[config.mk]
export PLATFORM = sky130hd
export DESIGN_NAME = kreyvium_keystream_cipher
export DESIGN_NICKNAME = d
export VERILOG_FILES = /design/src/kreyv_pkg.sv /design/src/kreyvium_keystream_cipher.sv
export SDC_FILE = /design/constraint.sdc
export NUM_CORES = 2
export LEC_CHECK = 0
export ABC_CLOCK_PERIOD_IN_PS = 2700
export BUFFER_PORTS_ARGS = -buffer_cell sky130_fd_sc_hd__buf_2
export CAP_MARGIN = 25
export CORE_MARGIN = 4
export CORE_UTILIZATION = 29
export CTS_CLUSTER_SIZE = 30
export DETAILED_ROUTE_END_ITERATION = 12
export PLACE_DENSITY = 0.44
export SKIP_CTS_REPAIR_TIMING = 1
export SYNTH_ARGS = -nofsm -noshare
export SYNTH_HDL_FRONTEND = slang
export SYNTH_SLANG_ARGS = --single-unit
[constraint.sdc]
create_clock -name i_clk -period 2.7 [get_ports i_clk]
set_input_delay 0.27 -clock i_clk [delete_from_list [all_inputs] [get_ports i_clk]]
set_output_delay 0.27 -clock i_clk [all_outputs]
set_load 0.05 [all_outputs]
[src/kreyv_pkg.sv]
// ----------------------------------------------------------------------------
// Kreyvium package
// Sizes, register indexes, action codes and sequencer states shared by the
// Kreyvium keystream block.
// ----------------------------------------------------------------------------
package kreyv_pkg;

    localparam int STATE_BITS   = 288;
    localparam int RING_BITS    = 128;
    localparam int KEY_IN_STATE = 93;
    localparam int IV_END       = KEY_IN_STATE + RING_BITS;   // first all-ones bit
    localparam int WARMUP       = 4 * STATE_BITS;             // 1152 rounds
    localparam int CNT_W        = $clog2(WARMUP + 1);

    localparam int REG_W        = 64;
    localparam int CFG_IDX_W    = 2;

    localparam logic [REG_W-1:0] IV_RESET = 64'h8888_8888_8888_8888;

    localparam logic [CFG_IDX_W-1:0] REG_KEY_LOW  = 2'd0;
    localparam logic [CFG_IDX_W-1:0] REG_KEY_HIGH = 2'd1;
    localparam logic [CFG_IDX_W-1:0] REG_IV_LOW   = 2'd2;
    localparam logic [CFG_IDX_W-1:0] REG_IV_HIGH  = 2'd3;

    localparam logic ACT_LOAD = 1'b0;
    localparam logic ACT_DATA = 1'b1;

    localparam logic [3:0] MAX_BITS = 4'd8;

    typedef enum logic [2:0] {
        ST_IDLE = 3'b001,
        ST_WARM = 3'b010,
        ST_DATA = 3'b100
    } t_fsm;

endpackage

[src/kreyvium_keystream_cipher.sv]
// ----------------------------------------------------------------------------
// Kreyvium keystream cipher
// A load request runs 1152 warm-up rounds, one per cycle, and returns nothing;
// a data request runs bit_count (saturated to 8) rounds, one per cycle, then
// gives its byte once the output is free. A new request is taken only in idle,
// after the last one is done, so a stalled output holds back the next request.
// Reset (synchronous, active low) clears the state and rings to zero, sets the
// key registers to zero and the IV registers to bytes of 0x88.
// ----------------------------------------------------------------------------
module kreyvium_keystream_cipher
    import kreyv_pkg::*;
(
    input  logic                 i_clk,
    input  logic                 i_rst_n,
    // Configuration write port
    input  logic                 i_cfg_we,
    input  logic [CFG_IDX_W-1:0] i_cfg_index,
    input  logic [REG_W-1:0]     i_cfg_data,
    // Request stream
    input  logic                 s_axis_tvalid,
    output logic                 s_axis_tready,
    input  logic [15:0]          s_axis_tdata,  // [7:0] data_in, [11:8] bit_count, rest zero
    input  logic                 s_axis_tuser,  // [0] action
    // Result stream
    output logic                 m_axis_tvalid,
    input  logic                 m_axis_tready,
    output logic [7:0]           m_axis_tdata   // [7:0] data_out
);

    logic [REG_W-1:0]      r_key_low, r_key_high, r_iv_low, r_iv_high;
    logic [STATE_BITS-1:0] r_state, n_state;
    logic [RING_BITS-1:0]  r_key_ring, n_key_ring;
    logic [RING_BITS-1:0]  r_iv_ring, n_iv_ring;
    t_fsm                  r_fsm, n_fsm;
    logic [CNT_W-1:0]      r_cnt, n_cnt;
    logic [2:0]            r_pos, n_pos;
    logic [7:0]            r_data, n_data;
    logic                  r_out_valid, n_out_valid;
    logic [7:0]            r_out_data, n_out_data;

    logic [RING_BITS-1:0]  key_full, iv_full;
    logic [STATE_BITS-1:0] load_state, round_state;
    logic [RING_BITS-1:0]  key_rev, iv_rev;
    logic                  kb, ib, ta, tb, tc, z, fa, fb, fc;
    logic                  in_fire, out_free;
    logic [3:0]            sat_count;

    assign key_full = {r_key_high, r_key_low};
    assign iv_full  = {r_iv_high, r_iv_low};

    // Load image: key, then IV, then ones with a zero in the top bit.
    always_comb begin
        load_state = '0;
        load_state[KEY_IN_STATE-1:0]      = key_full[KEY_IN_STATE-1:0];
        load_state[IV_END-1:KEY_IN_STATE] = iv_full;
        load_state[STATE_BITS-2:IV_END]   = '1;
        load_state[STATE_BITS-1]          = 1'b0;
        for (int i = 0; i < RING_BITS; i++) begin
            key_rev[i] = key_full[RING_BITS-1-i];
            iv_rev[i]  = iv_full[RING_BITS-1-i];
        end
    end

    // The one round unit, reused in every round of warm-up and data.
    always_comb begin
        kb = r_key_ring[RING_BITS-1];
        ib = r_iv_ring[RING_BITS-1];
        ta = r_state[65] ^ r_state[92];
        tb = r_state[161] ^ r_state[176];
        tc = r_state[242] ^ r_state[287] ^ kb;
        z  = ta ^ tb ^ tc;
        fa = ta ^ (r_state[90] & r_state[91]) ^ r_state[170] ^ ib;
        fb = tb ^ (r_state[174] & r_state[175]) ^ r_state[263];
        fc = tc ^ (r_state[285] & r_state[286]) ^ r_state[68];
        round_state      = {r_state[STATE_BITS-2:0], fc};
        round_state[93]  = fa;
        round_state[177] = fb;
    end

    assign s_axis_tready = (r_fsm == ST_IDLE);
    assign in_fire       = s_axis_tvalid && s_axis_tready;
    assign out_free      = !r_out_valid || m_axis_tready;
    assign sat_count     = (s_axis_tdata[11:8] > MAX_BITS) ? MAX_BITS : s_axis_tdata[11:8];

    always_comb begin
        n_fsm       = r_fsm;
        n_state     = r_state;
        n_key_ring  = r_key_ring;
        n_iv_ring   = r_iv_ring;
        n_cnt       = r_cnt;
        n_pos       = r_pos;
        n_data      = r_data;
        n_out_valid = r_out_valid && !m_axis_tready;
        n_out_data  = r_out_data;
        case (r_fsm)
            ST_IDLE: begin
                if (in_fire) begin
                    if (s_axis_tuser == ACT_LOAD) begin
                        n_state    = load_state;
                        n_key_ring = key_rev;
                        n_iv_ring  = iv_rev;
                        n_cnt      = CNT_W'(WARMUP);
                        n_fsm      = ST_WARM;
                    end else begin
                        n_cnt  = CNT_W'(sat_count);
                        n_pos  = 3'd7;
                        n_data = s_axis_tdata[7:0];
                        n_fsm  = ST_DATA;
                    end
                end
            end
            ST_WARM: begin
                n_state    = round_state;
                n_key_ring = {r_key_ring[RING_BITS-2:0], kb};
                n_iv_ring  = {r_iv_ring[RING_BITS-2:0], ib};
                n_cnt      = r_cnt - CNT_W'(1);
                if (r_cnt == CNT_W'(1)) begin
                    n_fsm = ST_IDLE;
                end
            end
            ST_DATA: begin
                if (r_cnt != '0) begin
                    n_state       = round_state;
                    n_key_ring    = {r_key_ring[RING_BITS-2:0], kb};
                    n_iv_ring     = {r_iv_ring[RING_BITS-2:0], ib};
                    n_cnt         = r_cnt - CNT_W'(1);
                    n_data[r_pos] = r_data[r_pos] ^ z;
                    n_pos         = r_pos - 3'd1;
                end else if (out_free) begin
                    n_out_valid = 1'b1;
                    n_out_data  = r_data;
                    n_fsm       = ST_IDLE;
                end
            end
            default: begin
                n_fsm = ST_IDLE;
            end
        endcase
    end

    always_ff @(posedge i_clk) begin
        if (!i_rst_n) begin
            r_fsm       <= ST_IDLE;
            r_cnt       <= '0;
            r_out_valid <= 1'b0;
            r_state     <= '0;
            r_key_ring  <= '0;
            r_iv_ring   <= '0;
            r_key_low   <= '0;
            r_key_high  <= '0;
            r_iv_low    <= IV_RESET;
            r_iv_high   <= IV_RESET;
        end else begin
            r_fsm       <= n_fsm;
            r_cnt       <= n_cnt;
            r_out_valid <= n_out_valid;
            r_state     <= n_state;
            r_key_ring  <= n_key_ring;
            r_iv_ring   <= n_iv_ring;
            if (i_cfg_we) begin
                case (i_cfg_index)
                    REG_KEY_LOW:  r_key_low  <= i_cfg_data;
                    REG_KEY_HIGH: r_key_high <= i_cfg_data;
                    REG_IV_LOW:   r_iv_low   <= i_cfg_data;
                    REG_IV_HIGH:  r_iv_high  <= i_cfg_data;
                    default: ;
                endcase
            end
        end
    end

    always_ff @(posedge i_clk) begin
        r_pos      <= n_pos;
        r_data     <= n_data;
        r_out_data <= n_out_data;
    end

    assign m_axis_tvalid = r_out_valid;
    assign m_axis_tdata  = r_out_data;

    // A load request starts a full warm-up.
    a_load_starts_warm: assert property (@(posedge i_clk) disable iff (!i_rst_n)
        (in_fire && s_axis_tuser == ACT_LOAD) |=> (r_fsm == ST_WARM && r_cnt == CNT_W'(WARMUP)))
        else $error("load request did not start warm-up");

    // A data request never has more than eight rounds pending.
    a_data_count: assert property (@(posedge i_clk) disable iff (!i_rst_n)
        (r_fsm == ST_DATA) |-> (r_cnt <= CNT_W'(MAX_BITS)))
        else $error("data round count out of range");

    // A result appears only when a data request finishes.
    a_result_source: assert property (@(posedge i_clk) disable iff (!i_rst_n)
        $rose(m_axis_tvalid) |-> ($past(r_fsm) == ST_DATA && $past(r_cnt) == '0))
        else $error("result without finished data request");

    // Warm-up never returns to idle with rounds left.
    a_warm_exit: assert property (@(posedge i_clk) disable iff (!i_rst_n)
        (r_fsm == ST_WARM && r_cnt != CNT_W'(1)) |=> (r_fsm == ST_WARM))
        else $error("warm-up ended early");

endmodule
Word-level counts from Yosys, hierarchy flattened
Index checks and enable logic that the tools add are counted.
{ "op_classes": {"n_addsub": 2, "mul": 0, "div": 0, "order_cmp": 3, "n_eq_ne": 14, "shift": 0, "n_mux": 39, "bitwise": 18, "reduce_logical": 19} }
{ "op_table": {"columns": ["operator", "count"], "rows": [
  ["2-to-1 mux 288 bit", 3],
  ["case mux 288 bit (3 select lines)", 1],
  ["2-to-1 mux 128 bit", 6],
  ["case mux 128 bit (3 select lines)", 2],
  ["2-to-1 mux 11 bit", 3],
  ["case mux 11 bit (3 select lines)", 1],
  ["2-to-1 mux 3 bit", 8],
  ["2-to-1 mux 8 bit", 3],
  ["case mux 8 bit (2 select lines)", 1],
  ["XOR 1 bit", 14],
  ["AND reduction 4 bit", 3],
  ["== test 11 x 1 -> 1 bit, second input constant", 1],
  ["nonzero test 11 bit", 1],
  ["subtractor 11 x 1 -> 11 bit, second input constant", 1],
  ["inequality test 2 bit, second input constant", 5],
  ["case mux 3 bit (3 select lines)", 1],
  ["bitwise mux 8 bit", 1],
  ["AND reduction 2 bit", 4],
  ["case mux 3 bit (2 select lines)", 1],
  ["AND reduction 3 bit", 2],
  ["2-to-1 mux 1 bit", 5],
  ["== test 2 bit, second input constant", 2],
  ["> comparator 4 bit, second input constant", 1],
  ["less-than comparator 3 x 4 -> 1 bit, second input constant", 1],
  ["18 further kinds", 24]
]} }
{ "word_totals": {"reg_bits": 834, "latchBits": 0, "ramBits": 0, "mem_bits_ro": 0, "inputBits": 88, "n_memories": 0} }

Logic depth before layout (Yosys ltp)
{ "depth": {"depth_word": 7, "depth_mapped": 9, "ltp_nobuf": 6} }

Worst setup path after synthesis
OpenSTA, ideal clock, no wires.
{ "synth_path": {"path_type": "register to register", "startpoint": "register r_fsm[0]", "endpoint": "register r_fsm[2]", "setup_ns": 0.115, "arrival_ns": 2.292, "t_required_ns": 2.585, "setup_slack_ns": 0.293, "path_stages_with_launch": 6, "n_path_buf": 1, "synth_period_minus_slack_ns": 2.407, "path_cell_list": "dfxtp_1 clkbuf_1 nor3b_1 nand2b_1 and2_1 o21a_1"} }
{ "synth_between": {"elab_chain_cells": 4, "elab_cells_between_ends": 10, "cone_classes": "eq/ne (7); mux (1); reduce/logical (2)"} }
{ "synth_rtl": {"columns": ["element", "line_no", "rtl"], "rows": [
  ["start, declared", "kreyvium_keystream_cipher.sv:34", "t_fsm r_fsm, n_fsm;"],
  ["start signal, assigned", "kreyvium_keystream_cipher.sv:154", "r_fsm <= n_fsm;"],
  ["== test 3 x 1 -> 1 bit (*)", "kreyvium_keystream_cipher.sv:80", "assign s_axis_tready = (r_fsm == ST_IDLE);"],
  ["via s_axis_tready", "kreyvium_keystream_cipher.sv:21", "output logic s_axis_tready,"],
  ["logical AND 1 bit", "kreyvium_keystream_cipher.sv:81", "assign in_fire = s_axis_tvalid && s_axis_tready;"],
  ["inequality test 2 x 1 -> 1 bit (no line)", null, null],
  ["AND reduction 4 bit (no line)", null, null]
]} }
Mark *: on every way through the listed nets, which the timed path passes. The rest lies on a longest branch.
A chain may end at the register's enable or synchronous reset.

Final worst setup path
{ "layout_path": {"startpoint": "register r_cnt[2]", "endpoint": "register r_iv_ring[113]"} }
{ "layout_between": {"elab_chain_cells": 3} }
{ "layout_rtl": {"columns": ["element", "line_no", "rtl"], "rows": [
  ["start, declared", "kreyvium_keystream_cipher.sv:35", "logic [CNT_W-1:0] r_cnt, n_cnt;"],
  ["start signal, assigned", "kreyvium_keystream_cipher.sv:155", "r_cnt <= n_cnt;"],
  ["nonzero test 11 bit", "kreyvium_keystream_cipher.sv:122", "if (r_cnt != '0) begin"],
  ["inequality test 2 bit (no line)", null, null],
  ["AND reduction 4 bit (no line)", null, null],
  ["end signal, assigned", "kreyvium_keystream_cipher.sv:159", "r_iv_ring <= n_iv_ring;"],
  ["end, declared", "kreyvium_keystream_cipher.sv:33", "logic [RING_BITS-1:0] r_iv_ring, n_iv_ring;"]
]} }
Every way passes these cells.

==> flow_summary.json <==
{
  "via_per_inst": 5.477,
  "die_h_um": 357.5,
  "synth_flop_cell": "dfxtp_1",
  "drv_cap": 0,
  "synth_warnings": 0,
  "synth_fp_nets": 4255,
  "power.density_nw_per_um2": 844.8,
  "worst_ep_arrival_time_ns": 3.07,
  "rsz0062_at_grt": "no",
  "track_usage_pct": 17.62,
  "report.final.hold_viol_count": 0,
  "met2_usage_pct": 27.18,
  "fin_ws_ns": 0.1829,
  "worstSetupPathType": "flip-flop to flip-flop",
  "p_int_uw": 24570,
  "pwr-share-comb_pct": 20.2,
  "yosys.area.top_type": "dfxtp_1",
  "setup_tns_ns": 0,
  "clk_latency_ns": 0.66,
  "synth_edf_count": 19,
  "async_reset_ff_share_pct": 0,
  "antenna_found_initial": 10,
  "io_buffers": 93,
  "slew_violations": 0,
  "cts_tree": "built",
  "yosysUniqueCellTypes": 56,
  "root_buffer": "clkbuf_16",
  "pin_count": 98,
  "initial_core_util_pct": 29.37,
  "avgSynthCellArea_um2": 8.508,
  "finalCritPeriodShare_pct": 93.22,
  "postSynthCellCount": 4163,
  "setup_viol": 0,
  "core_area_um2": 120600,
  "relSlewSlack_pct": 48.29,
  "switchingPower_uw": 10570,
  "first_pass_iters": 5,
  "die_w_um": 357.5,
  "drive_gt1_share_pct": 12.24,
  "die_area_um2": 127800,
  "gr-usage-met3_pct": 2.881,
  "finalCriticalPeriod_ns": 2.517,
  "tightest_slew_ns": 0.7757,
  "ctsHtreeMaxLevel": 3,
  "grt_max_degree": 116,
  "drcViolationCount": 0,
  "cts_sinks": 834,
  "row_count": 127,
  "syn_area_um2": 35420,
  "grt_pass1_wl_mm": 183.9,
  "ys_top_cells_by_area": "dfxtp_1, nand2_1, a311oi_1",
  "crit_path_cell_trace": "or4_1 > buf_4 > nor4_4 > nor3_2 > buf_12 > buf_12 > a311oi_1",
  "wl_per_cell_um": 20.20,
  "swShare_pct": 30.09,
  "critPathSlowestCell": "or4_1",
  "clockPowerShare_pct": 37.5,
  "startpoint_type": "flip-flop",
  "ys_ff_latch": 834,
  "hp-class": "primary input to flip-flop",
  "clockBufferDepth": 3,
  "n_fill_cell": 12520,
  "dr_total_vias": 31620,
  "status": "finished, final reports clean",
  "grt_pass1_vias": 30630,
  "dp_hpwl_mm": 65.23,
  "layout_commonest_cell": "nand2_1",
  "crit_fanout": 60,
  "use_met1_pct": 25.88,
  "totalWireLength_mm": 116.6,
  "dp_slack_ns": 0.2470,
  "overflow": 0,
  "layout_common_cells": "nand2_1, dfxtp_1, a31oi_1",
  "busiest_layer": "met2",
  "nets": 4165,
  "cp.required_ns": 3.25,
  "yosysSeqAreaShare_pct": 47.68,
  "crit_top_cell": "buf_12",
  "cpPeakStageDelay_ns": 0.55,
  "yosys.area.top_type_share_pct": 46.07,
  "gp_congestion": 0.7454,
  "ir_worst_vdd_mv": 0.4959,
  "max_clock_freq_mhz": 397.3,
  "multiInputGateArea_um2": 16220,
  "area_growth_syn_to_layout_pct": 17.44,
  "seq_power_share_pct": 42.2,
  "cts_buffers": 98,
  "detail-route-antenna-nets": 0,
  "clk_pin_slew_ns": 0.06,
  "skew_ns": 0.03169,
  "seq_area_um2": 16890,
  "leakage_uw": 0.01317,
  "drtIter0Drc": 2395,
  "end_kind": "flip-flop"
}
cell usage after synthesis (10+ instances only):
library cell / number
nand2_1: 1273
dfxtp_1: 815
a31oi_1: 530
clkbuf_1: 399
a311oi_1: 389
a21oi_1: 240
a311oi_2: 90
nor3_1: 73
nor4_1: 69
buf_6: 58
nand3_1: 39
buf_2: 34
edfxtp_1: 19
a31oi_2: 15
inv_1: 10
o31ai_1: 10
registers in the layout, summed over array words and instances (netlist names):
name,count
m_axis_tdata,8
m_axis_tvalid,1
r_cnt,11
r_data,8
r_fsm,3
r_iv_high,64
r_iv_low,64
r_iv_ring,128
r_key_high,64
r_key_low,64
r_key_ring,128
r_pos,3
r_state,288
power groups by stage:
stage | logic (uW) | registers [uW] | clock network, uW
2_1_floorplan | 5120 | 14800 | 0
3_3_place_gp | 6970 | 15100 | 0
3_5_place_dp | 7020 | 15100 | 0
4_1_cts | 7030 | 14800 | 13600
5_1_grt | 7780 | 15000 | 14100
6_report | 7110 | 14800 | 13200
worst max-delay path, delay by kind of cell, from the launching register on:
family                 cells  cell delay [ns]
AO/OA/AOI/OAI              1             0.27
buffers and inverters      3             0.67
flip-flops                 1             0.35
AND/OR/NAND/NOR            3             1.03
routing by layer:
layer / vias up / share of wire (%)
met4: 0 / 1.3
met2: 581 / 44
li1: 15250 / -
met1: 15680 / 50
met5: - / 0
met3: 102 / 4.2
per-stage QoR:
stage | area (um2) | hold WS [ns] | util (%) | power (uW) | std cells
detailed placement | 37600 | 0.4407 | 31.18 | 22070 | 5510
global placement | 37600 | 0.4366 | 31.18 | 22020 | 5510
global route | 41570 | 0.006246 | 34.47 | 36880 | 5764
floorplan | 35420 | 0.3940 | - | 19920 | 4163
CTS | 40820 | -0.1686 | 33.84 | 35420 | 5686
finish | 41590 | 0.01955 | 34.49 | 35140 | 5772
kinds of logic after synthesis:
group           after synthesis  synth area share [%]
compound gates             1308                 27.67
xor+xnor                     12                0.4946
fa+ha+maj                     4                0.1413
buf+inv                     507                 6.733
flops                       834                 47.68
mux                           5                0.2120
simple gates               1493                 17.07
worst paths after layout:
| path | startpoint | end | slack [ns] | cells after the start |
|---|---|---|---|---|
| worst min-delay path | s_axis_tdata[9] | r_cnt[1] | 0.02 | 3 |
| worst max-delay path | r_cnt[2] | r_iv_ring[113] | 0.18 | 7 |
| worst max register to register | r_cnt[2] | r_iv_ring[113] | 0.18 | 7 |
| worst min register to register | r_key_high[7] | r_key_high[7] | 0.45 | 2 |
area by class of cell:
class                      instances  area share (%)
antenna                           11         0.06618
clock buffer                     159           7.418
clock inverter                    17          0.3098
inverter                          11          0.1173
multi-input combinational       2822           39.00
sequential                       834           40.60
tap                             1612           4.849
timing repair buffer             306           7.641
(Power assumes the default switching activity.)
